$ cat src/sv/b64d_pkg.sv
// Package for the Base64 stream decoder.
// Holds the character codes, the result group type and the alphabet lookup.
// Used by b64d_decode, b64d_emit and the top level.
package b64d_pkg;

   localparam logic [7:0] CHAR_UPPER_A = 8'h41;
   localparam logic [7:0] CHAR_UPPER_Z = 8'h5A;
   localparam logic [7:0] CHAR_LOWER_A = 8'h61;
   localparam logic [7:0] CHAR_LOWER_Z = 8'h7A;
   localparam logic [7:0] CHAR_DIGIT_0 = 8'h30;
   localparam logic [7:0] CHAR_DIGIT_9 = 8'h39;
   localparam logic [7:0] CHAR_PLUS    = 8'h2B;
   localparam logic [7:0] CHAR_SLASH   = 8'h2F;
   localparam logic [7:0] CHAR_PAD     = 8'h3D;

   localparam logic [5:0] BASE_LOWER = 6'd26;
   localparam logic [5:0] BASE_DIGIT = 6'd52;
   localparam logic [5:0] CODE_PLUS  = 6'd62;
   localparam logic [5:0] CODE_SLASH = 6'd63;

   localparam logic [1:0] CNT_NONE  = 2'd0;
   localparam logic [1:0] CNT_ONE   = 2'd1;
   localparam logic [1:0] CNT_TWO   = 2'd2;
   localparam logic [1:0] CNT_THREE = 2'd3;

   // up to three results caused by one character
   typedef struct packed {
      logic [7:0] byte0;
      logic [7:0] byte1;
      logic [7:0] byte2;
      logic [1:0] cnt;
      logic       no_byte;
      logic       done;
   } b64d_group_type;

   // bit 6 set when the character is in the alphabet, low bits give the value
   function automatic logic [6:0] sextet_of(input logic [7:0] ch);
      logic [7:0] diff;
      begin
         diff = 8'd0;
         if (ch >= CHAR_UPPER_A && ch <= CHAR_UPPER_Z) begin
            diff = ch - CHAR_UPPER_A;
            sextet_of = {1'b1, diff[5:0]};
         end else if (ch >= CHAR_LOWER_A && ch <= CHAR_LOWER_Z) begin
            diff = ch - CHAR_LOWER_A;
            sextet_of = {1'b1, diff[5:0] + BASE_LOWER};
         end else if (ch >= CHAR_DIGIT_0 && ch <= CHAR_DIGIT_9) begin
            diff = ch - CHAR_DIGIT_0;
            sextet_of = {1'b1, diff[5:0] + BASE_DIGIT};
         end else if (ch == CHAR_PLUS) begin
            sextet_of = {1'b1, CODE_PLUS};
         end else if (ch == CHAR_SLASH) begin
            sextet_of = {1'b1, CODE_SLASH};
         end else begin
            sextet_of = 7'd0;
         end
      end
   endfunction

endpackage

$ cat src/sv/base64_stream_decoder_unit.sv
// Top level of the Base64 stream decoder: one character in, decoded bytes out.
// Instantiates b64d_decode and b64d_emit; uses b64d_pkg.
//
//   channel | direction | tdata          | tuser                        | tlast
//   req     | in        | text_char[7:0] | -                            | message_end
//   rsp     | out       | data_byte[7:0] | [0] byte_present [1] output_done | run_last
//
// A character enters the input register, is decoded combinationally, and its results
// land in the group register, which drives the rsp channel.
// One character per cycle unless its results wait for the group register; a completed
// group or two-byte flush holds rsp for its three or two bytes, back-pressuring req.
// Synchronous reset clears the input and group valids and the sextet state.
// rsp_tready low holds the current result stable and stalls req once both registers fill.
module base64_stream_decoder_unit (
   input  logic       clock,
   input  logic       reset,
   input  logic       req_tvalid,
   output logic       req_tready,
   input  logic [7:0] req_tdata,   // text_char
   input  logic       req_tlast,   // message_end
   output logic       rsp_tvalid,
   input  logic       rsp_tready,
   output logic [7:0] rsp_tdata,   // data_byte
   output logic [1:0] rsp_tuser,   // byte_present, output_done
   output logic       rsp_tlast    // run_last
);
   import b64d_pkg::*;

   b64d_group_type grp;
   logic           grp_load;
   logic           grp_free;

   b64d_decode u_decode (
      .clock      (clock),
      .reset      (reset),
      .req_tvalid (req_tvalid),
      .req_tready (req_tready),
      .req_tdata  (req_tdata),
      .req_tlast  (req_tlast),
      .grp_free   (grp_free),
      .grp_load   (grp_load),
      .grp        (grp)
   );

   b64d_emit u_emit (
      .clock      (clock),
      .reset      (reset),
      .grp_load   (grp_load),
      .grp        (grp),
      .grp_free   (grp_free),
      .rsp_tvalid (rsp_tvalid),
      .rsp_tready (rsp_tready),
      .rsp_tdata  (rsp_tdata),
      .rsp_tuser  (rsp_tuser),
      .rsp_tlast  (rsp_tlast)
   );

endmodule

$ cat src/sv/b64d_decode.sv
// Input register, sextet state and group decode for the Base64 decoder.
// Depends on b64d_pkg; feeds a result group to b64d_emit.
module b64d_decode (
   input  logic                    clock,
   input  logic                    reset,
   input  logic                    req_tvalid,
   output logic                    req_tready,
   input  logic [7:0]              req_tdata,   // text_char
   input  logic                    req_tlast,   // message_end
   input  logic                    grp_free,
   output logic                    grp_load,
   output b64d_pkg::b64d_group_type grp
);
   import b64d_pkg::*;

   logic       in_vld_ff, in_vld_in;
   logic [7:0] in_char_ff;
   logic       in_last_ff;

   logic [5:0] hold0_ff, hold1_ff, hold2_ff;
   logic [5:0] hold0_in, hold1_in, hold2_in;
   logic [1:0] cnt_ff, cnt_in;
   logic       pad_ff, pad_in;

   logic [6:0] sx;
   logic       is_pad, take, complete, fire;
   logic [5:0] hn0, hn1, hn2;
   logic [1:0] cn, res_cnt;
   logic       no_byte;

   always_comb begin
      sx       = sextet_of(in_char_ff);
      is_pad   = (in_char_ff == CHAR_PAD);
      take     = !pad_ff && !is_pad && sx[6];
      complete = take && (cnt_ff == CNT_THREE);
      hn0 = hold0_ff;
      hn1 = hold1_ff;
      hn2 = hold2_ff;
      cn  = cnt_ff;
      if (take && !complete) begin
         cn = cnt_ff + CNT_ONE;
         case (cnt_ff)
            CNT_NONE: hn0 = sx[5:0];
            CNT_ONE:  hn1 = sx[5:0];
            CNT_TWO:  hn2 = sx[5:0];
            default:  hn2 = hold2_ff;
         endcase
      end else if (complete) begin
         cn = CNT_NONE;
      end
      no_byte = 1'b0;
      if (complete) begin
         res_cnt = CNT_THREE;
      end else if (in_last_ff) begin
         case (cn)
            CNT_THREE: res_cnt = CNT_TWO;
            CNT_TWO:   res_cnt = CNT_ONE;
            default: begin
               res_cnt = CNT_ONE;
               no_byte = 1'b1;
            end
         endcase
      end else begin
         res_cnt = CNT_NONE;
      end
      grp.byte0   = no_byte ? 8'd0 : {hn0, hn1[5:4]};
      grp.byte1   = {hn1[3:0], hn2[5:2]};
      grp.byte2   = {hn2[1:0], sx[5:0]};
      grp.cnt     = res_cnt;
      grp.no_byte = no_byte;
      grp.done    = in_last_ff;

      fire       = in_vld_ff && ((res_cnt == CNT_NONE) || grp_free);
      grp_load   = fire && (res_cnt != CNT_NONE);
      req_tready = !in_vld_ff || fire;
      in_vld_in  = (req_tvalid && req_tready) ? 1'b1 : (fire ? 1'b0 : in_vld_ff);

      hold0_in = hold0_ff;
      hold1_in = hold1_ff;
      hold2_in = hold2_ff;
      cnt_in   = cnt_ff;
      pad_in   = pad_ff;
      if (fire) begin
         if (in_last_ff) begin
            hold0_in = 6'd0;
            hold1_in = 6'd0;
            hold2_in = 6'd0;
            cnt_in   = CNT_NONE;
            pad_in   = 1'b0;
         end else begin
            hold0_in = hn0;
            hold1_in = hn1;
            hold2_in = hn2;
            cnt_in   = cn;
            pad_in   = pad_ff || is_pad;
         end
      end
   end

   always_ff @(posedge clock) begin
      if (reset) begin
         in_vld_ff <= 1'b0;
         hold0_ff  <= 6'd0;
         hold1_ff  <= 6'd0;
         hold2_ff  <= 6'd0;
         cnt_ff    <= CNT_NONE;
         pad_ff    <= 1'b0;
      end else begin
         in_vld_ff <= in_vld_in;
         hold0_ff  <= hold0_in;
         hold1_ff  <= hold1_in;
         hold2_ff  <= hold2_in;
         cnt_ff    <= cnt_in;
         pad_ff    <= pad_in;
      end
   end

   always_ff @(posedge clock) begin
      if (req_tvalid && req_tready) begin
         in_char_ff <= req_tdata;
         in_last_ff <= req_tlast;
      end
   end

endmodule

$ cat src/sv/b64d_emit.sv
// Result group register and serializer for the Base64 decoder.
// Depends on b64d_pkg; takes groups from b64d_decode, drives the rsp channel.
module b64d_emit (
   input  logic                    clock,
   input  logic                    reset,
   input  logic                    grp_load,
   input  b64d_pkg::b64d_group_type grp,
   output logic                    grp_free,
   output logic                    rsp_tvalid,
   input  logic                    rsp_tready,
   output logic [7:0]              rsp_tdata,   // data_byte
   output logic [1:0]              rsp_tuser,   // byte_present, output_done
   output logic                    rsp_tlast    // run_last
);
   import b64d_pkg::*;

   logic           grp_vld_ff, grp_vld_in;
   b64d_group_type grp_ff;
   logic [1:0]     idx_ff, idx_in;
   logic           last_ent;

   always_comb begin
      last_ent   = (idx_ff == (grp_ff.cnt - CNT_ONE));
      grp_free   = !grp_vld_ff || (rsp_tready && last_ent);
      rsp_tvalid = grp_vld_ff;
      rsp_tlast  = last_ent;
      rsp_tuser  = {grp_ff.done && last_ent, !grp_ff.no_byte};
      case (idx_ff)
         CNT_NONE: rsp_tdata = grp_ff.byte0;
         CNT_ONE:  rsp_tdata = grp_ff.byte1;
         CNT_TWO:  rsp_tdata = grp_ff.byte2;
         default:  rsp_tdata = 8'd0;
      endcase
      grp_vld_in = grp_vld_ff;
      idx_in     = idx_ff;
      if (grp_load) begin
         grp_vld_in = 1'b1;
         idx_in     = CNT_NONE;
      end else if (grp_vld_ff && rsp_tready) begin
         if (last_ent) begin
            grp_vld_in = 1'b0;
         end else begin
            idx_in = idx_ff + CNT_ONE;
         end
      end
   end

   always_ff @(posedge clock) begin
      if (reset) begin
         grp_vld_ff <= 1'b0;
         idx_ff     <= CNT_NONE;
      end else begin
         grp_vld_ff <= grp_vld_in;
         idx_ff     <= idx_in;
      end
   end

   always_ff @(posedge clock) begin
      if (grp_load) begin
         grp_ff <= grp;
      end
   end

endmodule

$ cat config.mk
export PLATFORM = sky130hd
export DESIGN_NAME = base64_stream_decoder_unit
export DESIGN_NICKNAME = d
export VERILOG_FILES = /design/src/sv/b64d_pkg.sv /design/src/sv/base64_stream_decoder_unit.sv /design/src/sv/b64d_decode.sv /design/src/sv/b64d_emit.sv
export SDC_FILE = /design/constraint.sdc
export NUM_CORES = 1
export LEC_CHECK = 0
export BUFFER_PORTS_ARGS = -buffer_cell sky130_fd_sc_hd__buf_4
export CORE_MARGIN = 1
export CORE_UTILIZATION = 45
export CTS_CLUSTER_SIZE = 12
export DETAILED_ROUTE_END_ITERATION = 10
export GPL_TIMING_DRIVEN = 0
export PLACE_DENSITY_LB_ADDON = 0.15
export SKIP_CTS_REPAIR_TIMING = 1
export SLEW_MARGIN = 20
export SYNTH_ARGS = -nofsm -noshare
export SYNTH_HDL_FRONTEND = slang
export SYNTH_HIERARCHICAL = 1
export SYNTH_SLANG_ARGS = --single-unit
$ cat constraint.sdc
create_clock -name clock -period 15.5 [get_ports clock]
set_clock_uncertainty 0.2 [all_clocks]
set_input_delay 3.1 -clock clock [delete_from_list [all_inputs] [get_ports clock]]
set_output_delay 3.1 -clock clock [all_outputs]
set_load 0.01 [all_outputs]
* Yosys cells after proc, flatten, opt, wreduce, memory -nomap -nowiden
Index checks and enable logic that the tools add are counted.
** Storage, ports and cells
- Word-level logic and storage cells :: 106
- Register bits after elaboration :: 62
- Bits of input ports :: 13
** Operators by class
- Equality and inequality tests :: 11
- Bitwise gates (word level) :: 1
- Magnitude comparators :: 6
- $add $sub $neg :: 8
- Reduce and logical (&&, ||, !) cells :: 34
- Mux-type cells :: 30
** Operators with widths (number)
- 6-bit two-way mux :: 9
- 7-bit two-way mux :: 5
- 8-bit by 6-bit == test with 1-bit output (second input constant) :: 3
- 8-bit one-hot mux with 3 select lines :: 1
- 8-bit by 7-bit >= comparator with 1-bit output (second input constant) :: 2
- 8-bit by 7-bit less-or-equal comparator with 1-bit output (second input constant) :: 2
- 1-bit logical AND :: 13
- 2-bit two-way mux :: 6
- 6-bit subtractor (second input constant) :: 2
- 2-bit == test (second input constant) :: 5
- 1-bit two-way mux :: 9
- 8-bit by 6-bit >= comparator with 1-bit output (second input constant) :: 1
- 8-bit by 6-bit less-or-equal comparator with 1-bit output (second input constant) :: 1
- 2-bit nonzero test :: 4
- 6-bit by 5-bit adder with 6-bit output (second input constant) :: 1
- 6-bit adder (second input constant) :: 1
- 1-bit zero test :: 6
- 2-bit zero test :: 3
- 6-bit by 1-bit subtractor with 6-bit output (second input constant) :: 1
- 2-bit by 1-bit adder with 2-bit output (second input constant) :: 2
- 2-bit by 1-bit == test with 1-bit output (second input constant) :: 2
- 1-bit logical OR :: 4
- 2-bit AND reduction :: 2
- 2-bit OR reduction :: 2
- other kinds (3) :: 3

* Logic depth before layout (Yosys ltp)
- Depth in word-level cells :: 21
- Depth in mapped cells :: 11

* By module
The synthesis kept the hierarchy.
** Modules (own cells, without submodules)
- b64d_decode :: times used 1, cells each 271, seq. area each 710.7 µm², area each 2378.5 µm²
- b64d_emit :: times used 1, cells each 75, seq. area each 900.9 µm², area each 1214.9 µm²

* Worst setup path after synthesis
Ideal clock, no wire load.
- Path kind :: input to output
- Start point :: in rsp_tready
- End point :: out req_tready
- Setup slack :: 8.345 ns
- Cell stages on the path :: 5
- Arrival :: 3.855 ns
- Cells stage by stage :: nand2_1 -> nand2_1 -> nor3b_1 -> a21boi_2 -> o21ai_1
** On the way
- Longest elaborated chain between the ends :: 5
** RTL lines
- start: declaration :: line base64_stream_decoder_unit.sv:22 : input logic rsp_tready,
- 1-bit logical AND :: line b64d_emit.sv:24 : grp_free = !grp_vld_ff || (rsp_tready && last_ent);
- 1-bit logical OR :: line b64d_emit.sv:24
- net grp_free :: line base64_stream_decoder_unit.sv:31 : logic grp_free;
- 1-bit logical OR :: line b64d_decode.sv:73 : fire = in_vld_ff && ((res_cnt == CNT_NONE) || grp_free);
- 1-bit logical AND :: line b64d_decode.sv:73
- 1-bit logical OR :: line b64d_decode.sv:75 : req_tready = !in_vld_ff || fire;
- end: declaration :: line base64_stream_decoder_unit.sv:18 : output logic req_tready,
The timed path passes the listed nets, and every way through them passes these cells.

* Worst setup path after layout
Ends and elaborated chain as after synthesis.

==> impl_metrics.env <==
export IMPL_yosys_warnings=6
export IMPL_relSlewSlack_pct=27.4
export IMPL_clock_sinks=62
export IMPL_synth_net_count=376
export IMPL_setup_viol=0
export IMPL_synth_edff_count=37
export IMPL_die_area_sq_mm=0.00835
export IMPL_synth_cells=346
export IMPL_dp_cells=474
export IMPL_reg2reg_depth=9
export IMPL_vias=2810
export IMPL_port_buffers=25
export IMPL_floorplan_initialDensity_pct=46.5
export IMPL_cts_tree="built"
export IMPL_worst_pin_slew_ps=1080
export IMPL_routed_via_density=5.73
export IMPL_die_y_um=91.4
export IMPL_yosysSeqAreaShare_pct=44.8
export IMPL_drv_slew=0
export IMPL_worstSetupPathType="input pin to output pin"
export IMPL_ant_nets=0
export IMPL_cp_data_required_time_ps=12200
export IMPL_synth_avg_cell_area_sq_um=10.4
export IMPL_status="finished, final reports clean"
export IMPL_final_cell_mix="37 x edfxtp_1, 29 x buf_4, 26 x inv_1, 25 x nand2_1, 25 x dfxtp_1"
export IMPL_final_common_cell="edfxtp_1"
export IMPL_core_sq_mm=0.00773
export IMPL_pwr_density_cell_mw_per_mm2=90.7
export IMPL_reg2reg_from="u_decode/in_char_ff[2]$_DFFE_PP_"
export IMPL_grt_util_all_layers_pct=20.7
export IMPL_placed_area_sq_mm=0.00395
export IMPL_dr_pass1_iters=6
export IMPL_grtUsageMet3_pct=4.36
export IMPL_std_cell_rows=32
export IMPL_setup_tns_ps=0
export IMPL_hp_start="u_decode/hold1_ff[4]$_SDFFE_PP0P_"
export IMPL_ir_drop_v=0.0000620
export IMPL_clkSlewWorstSetupHoldPaths_ps=70
export IMPL_wire_per_inst_um=16.6
export IMPL_route_detailed_drc=0
export IMPL_numCtsBuffers=9
export IMPL_worstReg2RegEnd="u_emit/grp_ff[21]$_DFFE_PP_"
export IMPL_n_antenna_cell=0
export IMPL_finalWirelength_um=8120
export IMPL_fillerInstances=673
export IMPL_crit_path_end_kind="output pin"
export IMPL_dieWidth_um=91.4
export IMPL_grt_pass1_wl_um=13400
export IMPL_busiest_layer="met2"
export IMPL_fin_crit_ps=7610
export IMPL_antenna_found_initial=0
export IMPL_hold_class="register to register"
export IMPL_leakage_nw=1.50
export IMPL_synthArstFlopShare_pct=0
export IMPL_max_freq_mhz=131
export IMPL_gp_congestion=0.897
export IMPL_grt_pass1_vias=2698
export IMPL_grt_use_met2_pct=35.2
export IMPL_synth_ff_type="edfxtp_1"
export IMPL_synth_area_sq_mm=0.00359
export IMPL_cts_htree_levels=3
export IMPL_max_cap_viol_count=0
export IMPL_final_cells=490
export IMPL_final_util_pct=53.8
export IMPL_fin_nets=413
export IMPL_first_iter_violations=193
export IMPL_clockBufferDepth=2
export IMPL_hold_path_end="u_decode/hold1_ff[4]$_SDFFE_PP0P_"
export IMPL_whs_path_depth=2
export IMPL_critPathArrivalTime_ps=4310
export IMPL_grt_max_degree=26
export IMPL_final_area_sq_mm=0.00416
export IMPL_drive_above_1_share_pct=17.8
export IMPL_synth_cell_type_count=72
export IMPL_grtUsageMet1_pct=26.0
export IMPL_cp_start_kind="input pin"
export IMPL_worst_slack_ps=7890
export IMPL_rrSetupSlack_ps=11980
export IMPL_rsz0062_at_grt="no"
export IMPL_period_share_pct=49.1
export IMPL_dp_hpwl_um=6000
export IMPL_synth_seq_cells=62
export IMPL_grt_ovfl_total=0
export IMPL_pre_cts_slack_ps=7900
export IMPL_clk_latency_ps=340
export IMPL_area_growth_pct=15.8
export IMPL_hold_viol=0
export IMPL_pin_count=26
export IMPL_cts_root_buf="clkbuf_8"
export IMPL_crit_fanout=5
==> stage by stage <==
step	hold slack [ps]	power, W
after detailed placement	267	0.000228
after global routing	292	0.000393
final	273	0.000378
after CTS	279	0.000380
after floorplan	243	0.000213
after global placement	255	0.000227
==> worst max-delay path by stage <==
stage                           from  cells past startpoint                            end
after floorplan           rsp_tready                      5                     req_tready
after global placement    rsp_tready                     10  u_emit/idx_ff[1]$_SDFFE_PP0P_
after detailed placement  rsp_tready                      7                     req_tready
after CTS                 rsp_tready                      7                     req_tready
after global routing      rsp_tready                      7                     req_tready
final                     rsp_tready                      7                     req_tready
==> sequential cells by signal, indices dropped and copies added, names as in the netlist <==
register / cells
u_decode/in_last_ff: 1
u_decode/hold0_ff: 6
u_decode/in_vld_ff: 1
u_emit/grp_ff: 28
u_decode/pad_ff: 1
u_decode/cnt_ff: 2
u_emit/rsp_tvalid: 1
u_decode/in_char_ff: 8
u_decode/hold1_ff: 6
u_decode/hold2_ff: 6
u_emit/idx_ff: 2
==> cells in the mapped netlist, types with 2 or more instances <==
| master | n | area [sq um] |
|---|---|---|
| o22ai_1 | 3 | 18.8 |
| o31ai_1 | 2 | 15.0 |
| nand4bb_1 | 4 | 45.0 |
| inv_1 | 26 | 97.6 |
| and2_1 | 8 | 50.1 |
| nor3_1 | 2 | 10.0 |
| o21ai_0 | 12 | 60.1 |
| o211a_1 | 2 | 20.0 |
| nand3b_1 | 2 | 15.0 |
| a311oi_2 | 2 | 30.0 |
| o221ai_1 | 2 | 17.5 |
| or3_1 | 2 | 12.5 |
| edfxtp_1 | 37 | 1110 |
| nand3_1 | 7 | 35.0 |
| a311oi_1 | 3 | 26.3 |
| ha_1 | 17 | 213 |
| a222oi_1 | 8 | 80.1 |
| a221o_1 | 4 | 40.0 |
| clkbuf_1 | 10 | 37.5 |
| buf_4 | 4 | 30.0 |
| nor3b_1 | 2 | 15.0 |
| dfxtp_1 | 25 | 500 |
| o2111ai_1 | 4 | 35.0 |
| o32ai_1 | 13 | 114 |
| nor2_1 | 24 | 90.1 |
| nand2_1 | 25 | 93.8 |
| o21ai_1 | 6 | 30.0 |
| nand2b_1 | 20 | 125 |
| a21boi_0 | 2 | 15.0 |
| nor2b_1 | 6 | 37.5 |
| o211ai_1 | 4 | 30.0 |
| a22oi_1 | 4 | 30.0 |
| a221oi_2 | 3 | 45.0 |
| a21oi_1 | 12 | 60.1 |
| a211oi_2 | 2 | 25.0 |
==> power by group <==
group	internal [W]	leakage (nW)	total [W]	switching (W)
sequential	0.000179	0.550	0.000182	0.00000357
combinational	0.0000168	0.847	0.0000423	0.0000255
clock	0.0000893	0.104	0.000153	0.0000635
==> layout make-up <==
type | count | area [sq um] | share of cell area, %
Sequential cell | 62 | 1610 | 38.7
Multi-Input combinational cell | 241 | 1810 | 43.5
Clock buffer | 9 | 124 | 2.98
Clock inverter | 7 | 88.8 | 2.14
Inverter | 26 | 97.6 | 2.35
Buffer | 17 | 87.6 | 2.11
Tap cell | 102 | 128 | 3.07
Timing Repair Buffer | 26 | 215 | 5.17
==> logic make-up after synthesis <==
family	synth area share, %
multiplexers	1.71
adder cells (fa/ha/maj)	5.92
buffers and inverters	5.15
AND/OR/NAND/NOR	17.3
XOR/XNOR	0.697
flip-flops	44.8
AO/OA/AOI/OAI	24.4
==> critical path, stage by stage <==
cell	delay [ps]
buf_4	120
nand2_1	50
nand2_1	110
nor3b_1	260
a21boi_2	350
o21ai_1	150
buf_4	170
==> routing by layer <==
layer	share of wire, %	vias up
li1	-	1397
met1	46	1347
met2	50	59
met3	3.3	7
met4	1.2	0
met5	0	-
(Power assumes the default switching activity.)
